`src/rtl/orrb_pkg.sv`:
```
// shared types and constants for the overwriting record ring buffer
`timescale 1ns / 1ps
`default_nettype none
package orrb_pkg;

   localparam int BUFFER_DEPTH_DEF = 1024;
   localparam int RECORD_DEPTH_DEF = 256;
   localparam int CAP_W = 11;
   localparam int QUEUE_DEPTH = 2;

   typedef enum logic [2:0] {
      OP_START = 3'd0,
      OP_DATA  = 3'd1,
      OP_POP   = 3'd2,
      OP_READ  = 3'd3,
      OP_CLEAR = 3'd4
   } op_type;

   typedef enum logic [2:0] {
      ST_OK      = 3'd0,
      ST_LONG    = 3'd1,
      ST_FULL    = 3'd2,
      ST_NOTHING = 3'd3,
      ST_SEQ     = 3'd4
   } status_type;

   typedef struct packed {
      logic [2:0]  operation;
      logic [10:0] record_length;
      logic [7:0]  data_byte;
      logic [9:0]  read_offset;
   } req_type;

   typedef struct packed {
      logic [2:0]  status;
      logic [7:0]  read_value;
      logic [10:0] bytes_held;
      logic [8:0]  records_held;
      logic [10:0] front_length;
      logic [31:0] broken_count;
   } rsp_type;

   typedef enum logic [1:0] {
      EX_IDLE  = 2'd0,
      EX_FETCH = 2'd1,
      EX_WORK  = 2'd2,
      EX_SHOW  = 2'd3
   } exec_state_type;

endpackage
`default_nettype wire

```
`src/rtl/orrb_queue.sv`:
```
// small request queue between front and back parts
`timescale 1ns / 1ps
`default_nettype none
module orrb_queue (
   input  wire logic              clock,
   input  wire logic              reset,
   input  wire logic              in_valid,
   output logic                   in_ready,
   input  wire orrb_pkg::req_type in_data,
   output logic                   out_valid,
   input  wire logic              out_ready,
   output orrb_pkg::req_type      out_data
);
   import orrb_pkg::*;

   req_type    slot_ff [QUEUE_DEPTH];
   logic       wr_ptr_ff, wr_ptr_in, rd_ptr_ff, rd_ptr_in;
   logic [1:0] count_ff, count_in;
   logic       push, pop;

   assign in_ready  = (count_ff != 2'(QUEUE_DEPTH));
   assign out_valid = (count_ff != 2'd0);
   assign out_data  = slot_ff[rd_ptr_ff];
   assign push = in_valid && in_ready;
   assign pop  = out_valid && out_ready;

   always_comb begin
      wr_ptr_in = push ? ~wr_ptr_ff : wr_ptr_ff;
      rd_ptr_in = pop ? ~rd_ptr_ff : rd_ptr_ff;
      count_in  = count_ff + {1'b0, push} - {1'b0, pop};
   end

   always_ff @(posedge clock) begin
      if (reset) begin
         wr_ptr_ff <= 1'b0;
         rd_ptr_ff <= 1'b0;
         count_ff  <= 2'd0;
      end else begin
         wr_ptr_ff <= wr_ptr_in;
         rd_ptr_ff <= rd_ptr_in;
         count_ff  <= count_in;
      end
   end

   always_ff @(posedge clock) begin
      if (push) slot_ff[wr_ptr_ff] <= in_data;
   end
endmodule
`default_nettype wire

```
`config.mk`:
```
export PLATFORM = sky130hd
export DESIGN_NAME = orrb_queue
export DESIGN_NICKNAME = d
export VERILOG_FILES = /design/src/rtl/orrb_pkg.sv /design/src/rtl/orrb_queue.sv
export SDC_FILE = /design/constraint.sdc
export NUM_CORES = 1
export LEC_CHECK = 0
export BUFFER_PORTS_ARGS = -buffer_cell sky130_fd_sc_hd__buf_2
export CAP_MARGIN = 30
export CORE_ASPECT_RATIO = 1.2
export CORE_UTILIZATION = 30
export DETAILED_ROUTE_END_ITERATION = 8
export PLACE_DENSITY = 0.49
export SYNTH_ARGS = -nofsm -noshare
export SYNTH_HDL_FRONTEND = slang
export SYNTH_SLANG_ARGS = --single-unit
```
`constraint.sdc`:
```
create_clock -name clock -period 3.3 [get_ports clock]
set_input_delay 0.33 -clock clock [delete_from_list [all_inputs] [get_ports clock]]
set_output_delay 0.33 -clock clock [all_outputs]
set_load 0.05 [all_outputs]
```
======== Word-level counts from Yosys, hierarchy flattened ========
Memory sizes are Yosys's and may differ from the RTL's. A register that Yosys moved wholly into a read port is not among the register bits.
Index checks and enable logic that the tools add are counted.
operators by class
  $add $sub $neg .......................... 2
  bitwise logic cells ..................... 2
  eq/ne operators ......................... 1
  reduce and logical (&&, ||, !) cells .... 3
  multiplexer cells ....................... 4
operator list
  operator              count
  $mux W1               4
  $add A2 B1 Y2         1
  $logic_and A1 B1 Y1   2
  $ne A2 B2 Y1 const B  1
  $not A1 Y1            2
  $reduce_bool A2 Y1    1
  $sub A2 B1 Y2         1
storage, ports and cells
  memories kept ........................... 1
  bits of input ports ..................... 36
  logic and storage cells ................. 16
  register bits after elaboration ......... 4
  RAM bits ................................ 64
memory list
  name     words  bits a word  read ports  clocked after Yosys merged registers in  wr ports  line              source
  slot_ff  2      32           1           1                                        1         orrb_queue.sv:16  req_type slot_ff [QUEUE_DEPTH];

======== Longest topological paths before layout ========
Gate-level depths: netlist of run 1.
  depth after elaboration ................. 4
  mapped depth ............................ 8

======== Worst setup path before layout of run 1 ========
Ideal clock, no wire load.
  kind .................................... register to register
  from .................................... reg count_ff[0]
  to ...................................... mem slot_ff[0][0] (netlist name), enable pin
  slack ................................... 0.739 ns
  stages on the path, launching flop included .. 4
  required time ........................... 2.879 ns
  arrival ................................. 2.140 ns
  buffers on the path ..................... 0
  setup time .............................. 0.421 ns
  cell sequence ........................... dfxtp_1 > nand2b_2 > nand2_2 > nor2_1
on the way
  longest elaborated chain between the ends .. 4
ends and longest elaborated chain
  element                        line              source
  start, declared                orrb_queue.sv:18  logic [1:0] count_ff, count_in;
  start signal, assigned         orrb_queue.sv:41  count_ff <= count_in;
  $ne A2 B2 Y1                   orrb_queue.sv:21  assign in_ready = (count_ff != 2'(QUEUE_DEPTH));
  named net in_ready             orrb_queue.sv:8   output logic in_ready,
  $logic_and A1 B1 Y1            orrb_queue.sv:24  assign push = in_valid && in_ready;
  $mux W1                        orrb_queue.sv:46  if (push) slot_ff[wr_ptr_ff] <= in_data;
  $mux W1 (implied by the code)  orrb_queue.sv:46
  end, declared                  orrb_queue.sv:16
The timed path passes the listed nets, and every way through them passes these cells.

==> impl_metrics.py, run 1 <==
metrics = {
    "logic_synthesis": {
        "synth_cell_types": 16,
        "synth_flop_cell": "edfxtp_1",
        "syn_avg_cell_area_um2": 21.59,
        "yosysWarningCount": 0,
        "synth-seq-cells": 69,
        "synth.net_count": 162,
        "synth_seq_area_share_pct": 75.51,
        "synth_area_leader_cell": "edfxtp_1",
        "yosysMostFrequentCell": "edfxtp_1",
        "syn_inst": 124,
        "synth_top_area_share_pct": 71.78,
        "synthTopCellsByCount": "edfxtp_1 (64), mux2_4 (31), dfxtp_1 (5), nor2_1 (5), buf_6 (4)",
        "synth_area_um2": 2678,
        "synth-edff-count": 64,
        "synthTopCellsByArea": "edfxtp_1 (72%), mux2_4 (17%), dfxtp_1 (3.7%), buf_6 (1.7%), ha_1 (0.93%)",
        "async_flop_share_pct": 0,
    },
    "setup_path": {
        "slowest_delay_ns": 0.83,
        "worstPathCellList": "buf_4 > mux2_4 > buf_2",
        "required_ns": 2.97,
        "crit_family": "flip-flops",
        "critical_path.max_fanout": 23,
        "cp_num_buf_inv": 2,
        "crit_path_top_delay_cell": "dfxtp_2",
        "crit_arrival_ns": 2.04,
        "cp-start-kind": "flip-flop",
        "worstSetupPathType": "reg2out",
        "end_kind": "primary output",
    },
    "detailed_routing": {
        "drc": 0,
        "viasPerCell": 3.991,
        "vias": 1297,
        "dr.pass1.iters": 4,
        "finalWirelength_um": 4388,
        "drtIter0Drc": 52,
        "antenna_left": 0,
        "wl_per_cell_um": 13.50,
    },
    "final_layout": {
        "nNetsFinal": 241,
        "fin_cells": 325,
        "fin_area_um2": 3358,
        "layout-drive-gt1-share_pct": 58.17,
        "synthToLayoutAreaGrowth_pct": 25.42,
        "fill_cells": 850,
        "n_antenna_cell": 0,
    },
    "sta": {
        "skew_ns": 0.007416,
        "rsz0062_at_grt": "no",
        "max_freq_ghz": 0.4219,
        "worstMarginPinSlew_ns": 0.7653,
        "period_needed_ns": 2.370,
        "worst_slack_ns": 0.9298,
        "drv_slew": 0,
        "finalCritPeriodShare_pct": 71.83,
        "hold_viol": 0,
        "slew-limit-headroom_pct": 48.98,
        "setup_violations": 0,
        "final.setup.tns_ns": 0,
    },
    "clocking": {
        "cts_sinks": 69,
        "clkTransAtPathRegs_ns": 0.07,
        "clock_latency_ns": 0.33,
        "postCtsSetupRepairBufs": 0,
        "ctsHoldBuffers": 0,
        "cts_buffer_depth": 2,
        "cts_tree": "done",
        "cts-htree-levels": 3,
        "cts_root_buf": "clkbuf_8",
        "ctsResizeCount": 0,
        "cts_buffers": 9,
    },
    "place": {
        "port_buffers": 69,
        "gp_congestion": 0.6279,
        "place_inst": 309,
        "hpwl_um": 2946,
        "pre_cts_slack_ns": 1.229,
        "placed_area_um2": 3176,
    },
    "power": {
        "vdd.ir_drop.worst_mv": 0.4669,
        "powerDensity_nw_per_um2": 850.6,
        "leakagePower_nw": 1.321,
        "power_mw": 2.856,
    },
    "global_route": {
        "grt_pass1_vias": 1347,
        "antenna_found_initial": 0,
        "grt_max_degree": 33,
        "grt_pass1_wl_um": 6582,
        "grt.total_usage_pct": 10.37,
        "overflow": 0,
    },
    "floorplanning": {
        "io-pin-count": 70,
        "core-area_um2": 8611,
        "fp-row-count": 37,
        "die_y_um": 105.5,
        "start_util_pct": 31.10,
        "die_w_um": 88.24,
        "die_area_um2": 9308,
    },
    "flow_run": {
        "max-cap-violations": 0,
    },
    "outcome": {
        "outcome": "finished clean",
    },
    "min_path": {
        "holdCritPathClass": "in2reg",
    },
}
==> report_power, final <==
group | internal [mW] | switching (mW)
clock network | 0.344 | 0.292
logic | 0.361 | 0.671
registers | 1.10 | 0.0869
==> area by class of cell <==
| type | instances | area (um2) | area share, % |
|---|---|---|---|
| clock buffer | 11 | 131.4 | 3.912 |
| clock inverter | 5 | 51.30 | 1.528 |
| inverter | 1 | 3.754 | 0.1118 |
| multi-input combinational | 50 | 614.3 | 18.29 |
| sequential | 69 | 2023 | 60.25 |
| tap | 117 | 146.4 | 4.359 |
| timing repair buffer | 72 | 387.9 | 11.55 |
==> logic make-up after synthesis <==
group                    after synthesis  share of synthesized area (%)
AND/OR/NAND/NOR                       11                          2.197
flip-flops                            69                          75.51
XOR/XNOR                               3                         0.9815
AO/OA/AOI/OAI                          1                         0.3272
multiplexers                          33                          18.22
adder cells (fa/ha/maj)                2                         0.9344
buffers and inverters                  5                          1.822
==> routing by layer <==
layer / track usage, % / wire length, um / part of all wire (%) / vias up
met1: 10.95 / 1755 / 40 / 612
met3: 3.915 / 210 / 4.8 / 13
met4: 7.143 / 160 / 3.6 / 0
li1: - / - / - / 630
met2: 16.76 / 2261 / 52 / 42
met5: 0 / 0 / 0 / -
==> registers in the layout, summed over array words and instances (netlist names), named ones only <==
register / count
wr_ptr_ff: 1
rd_ptr_ff: 1
slot_ff: 64
count_ff: 2
==> worst reg2reg max path, delay by kind of cell (launching register included) <==
| kind | cells | cell delay [ns] |
|---|---|---|
| adder cells (fa/ha/maj) | 2 | 0.45 |
| buffers and inverters | 1 | 0.03 |
| XOR/XNOR | 2 | 0.32 |
| AND/OR/NAND/NOR | 3 | 0.30 |
| flip-flops | 1 | 0.37 |
==> through the flow <==
step                      hold WS, ns  util [%]
after CTS                      0.1523     39.00
after detailed placement       0.4992     36.88
final                          0.1792     39.00
after global placement         0.4948     36.56
after floorplan                0.4016         -
after global routing           0.1501     39.00
==> layout by cell type (no fill, tap or decap) <==
cell and count:
and3_1 1, buf_16 1, buf_2 69, buf_4 2
bufinv_16 1, clkbuf_1 2, clkbuf_8 9, clkinv_1 1
clkinv_2 2, clkinvlp_4 1, dfxtp_1 4, dfxtp_2 1
edfxtp_1 64, ha_1 2, inv_1 1, mux2_1 2
mux2_4 31, nand2_2 1, nand2b_2 1, nor2_1 4
nor2_4 1, nor2b_1 2, o21a_2 1, or2_1 1
xnor2_1 2, xor2_1 1
==> path summary, 6_finish.rpt <==
kind	startpoint	cells after the start	to	slack (ns)
worst max-delay path	flip-flop	3	out_data[10]	0.93
worst min-delay path	in_data[5]	1	slot_ff[1][5]	0.18
worst max register to register	count_ff[0]	8	count_ff[1]	1.73
worst min register to register	rd_ptr_ff	2	rd_ptr_ff	0.52
(Power assumes the default switching activity.)
==> inputs of run 2 (changes only) <==
==> constraint.sdc (replaced) <==
create_clock -name clock -period 2.4 [get_ports clock]
set_input_delay 0.24 -clock clock [delete_from_list [all_inputs] [get_ports clock]]
set_output_delay 0.24 -clock clock [all_outputs]
set_load 0.05 [all_outputs]
==> impl_metrics.py, run 2 (synthesized netlist as in run 1, its figures left out) <==
metrics = {
    "final_layout": {
        "nNetsFinal": 243,
        "synthToLayoutAreaGrowth_pct": 27.85,
        "fill_cells": 851,
        "regMostFlops": "slot_ff",
        "layout-drive-gt1-share_pct": 60.00,
        "final_common_cell": "buf_2",
        "top_regs": "slot_ff: 64 flops, count_ff: 2 flops",
        "fin_cells": 327,
        "largest_reg_flops": 64,
        "most-common-layout-cells": "buf_2 (69), edfxtp_1 (64), mux2_4 (31)",
        "n_antenna_cell": 0,
    },
    "sta": {
        "rsz0062_at_grt": "no",
        "whs_ns": 0.07244,
        "setup_violations": 0,
        "max_freq_ghz": 0.5531,
        "skew_ns": 0.008982,
        "worst_slack_ns": 0.5920,
        "final.setup.tns_ns": 0,
        "finalCritPeriodShare_pct": 75.33,
        "hold_viol": 0,
        "drv_slew": 0,
        "slew-limit-headroom_pct": 71.17,
        "period_needed_ns": 1.808,
        "worstMarginPinSlew_ns": 0.4325,
    },
    "power": {
        "swShare_pct": 35.29,
        "power_frac_comb_pct": 35.6,
        "vdd.ir_drop.worst_mv": 0.7003,
        "p_seq_share_pct": 37.5,
        "pwr-share-clk_pct": 26.9,
        "switching_power_mw": 1.472,
        "internal-power_mw": 2.699,
        "power_mw": 4.171,
        "powerDensity_nw_per_um2": 1218,
        "leakagePower_nw": 1.353,
    },
    "floorplanning": {
        "fp-row-count": 37,
        "die_w_um": 88.24,
        "die_area_um2": 9308,
        "die_y_um": 105.5,
        "io-pin-count": 70,
        "start_util_pct": 31.10,
        "core-area_um2": 8611,
    },
    "place": {
        "port_buffers": 69,
        "gp_congestion": 0.7004,
        "hpwl_um": 2869,
        "pre_cts_slack_ns": 0.8384,
        "place_inst": 311,
    },
    "outcome": {
        "outcome": "finished clean",
    },
    "detailed_routing": {
        "vias": 1315,
        "drtIter0Drc": 61,
        "drc": 0,
        "dr.pass1.iters": 3,
        "viasPerCell": 4.021,
        "wl_per_cell_um": 13.22,
        "antenna_left": 0,
        "finalWirelength_um": 4324,
    },
    "setup_path": {
        "crit_arrival_ns": 1.57,
        "worstSetupPathType": "reg2out",
        "end_kind": "primary output",
        "cp-start-kind": "flip-flop",
        "critical_path.max_fanout": 17,
        "required_ns": 2.16,
    },
    "min_path": {
        "holdCritPathClass": "in2reg",
    },
    "clocking": {
        "ctsResizeCount": 0,
        "cts_sinks": 69,
        "cts_tree": "done",
        "cts_root_buf": "clkbuf_8",
        "cts_buffers": 9,
        "clkTransAtPathRegs_ns": 0.07,
        "clock_latency_ns": 0.35,
        "postCtsSetupRepairBufs": 0,
        "cts_buffer_depth": 2,
        "cts-htree-levels": 3,
        "ctsHoldBuffers": 0,
    },
    "global_route": {
        "grt_pass1_wl_um": 6499,
        "grt_max_degree": 18,
        "grt_pass1_vias": 1334,
        "antenna_found_initial": 0,
        "grt.total_usage_pct": 10.17,
        "overflow": 0,
    },
    "flow_run": {
        "max-cap-violations": 0,
    },
}
[run 2: cell types whose count changed in the layout (fill, tap and decap cells not counted)]
cell       before  now
clkinv_1        1    0
clkinv_4        0    1
buf_4           2    4
and3_1          1    0
clkbuf_1        2    1
bufinv_16       1    3
buf_12          0    1
buf_16          1    0
clkinv_2        2    1
and3_2          0    1
[run 2: layout make-up]
| type | count | area (um2) | share of cell area, % |
|---|---|---|---|
| clock buffer | 10 | 127.6 | 3.728 |
| clock inverter | 6 | 111.4 | 3.253 |
| inverter | 1 | 3.754 | 0.1096 |
| multi-input combinational | 50 | 615.6 | 17.98 |
| sequential | 69 | 2023 | 59.10 |
| tap | 117 | 146.4 | 4.276 |
| timing repair buffer | 74 | 395.4 | 11.55 |
[run 2: metrics by stage]
| stage | cell area (um2) | util [%] |
|---|---|---|
| 2_1_floorplan | 2680 | - |
| 6_report | 3423 | 39.76 |
| 3_5_place_dp | 3184 | 36.98 |
| 4_1_cts | 3423 | 39.76 |
| 3_3_place_gp | 3184 | 36.98 |
| 5_1_grt | 3423 | 39.76 |
[run 2: layer usage]
layer / track usage [%] / vias to the layer above / part of all wire, %
met5: 0 / - / 0
met4: 6.912 / 0 / 2.7
met3: 4.464 / 11 / 6.0
met2: 15.71 / 37 / 53
met1: 11.04 / 631 / 38
li1: - / 636 / -
[run 2: worst paths after layout]
path | from | end | slack (ns) | cells past startpoint
setup / recovery | flip-flop | out_data[0] | 0.59 | 3
hold / removal | in_data[14] | slot_ff[0][14] | 0.07 | 1
hold reg to reg | rd_ptr_ff | rd_ptr_ff | 0.52 | 2
setup reg to reg | count_ff[0] | count_ff[1] | 0.83 | 8
[run 2: power by group through the flow]
stage	clock network [mW]	logic, mW	registers, mW
2_1_floorplan	0	1.24	1.58
3_3_place_gp	0	1.51	1.59
5_1_grt	1.20	1.57	1.58
3_5_place_dp	0	1.51	1.59
4_1_cts	1.16	1.51	1.57
6_report	1.12	1.48	1.57
[run 2: worst max-delay path, cell delays in order, from the launching register on]
cell and delay [ns]:
dfxtp_2 0.33, buf_4 0.30, mux2_1 0.37, buf_2 0.22
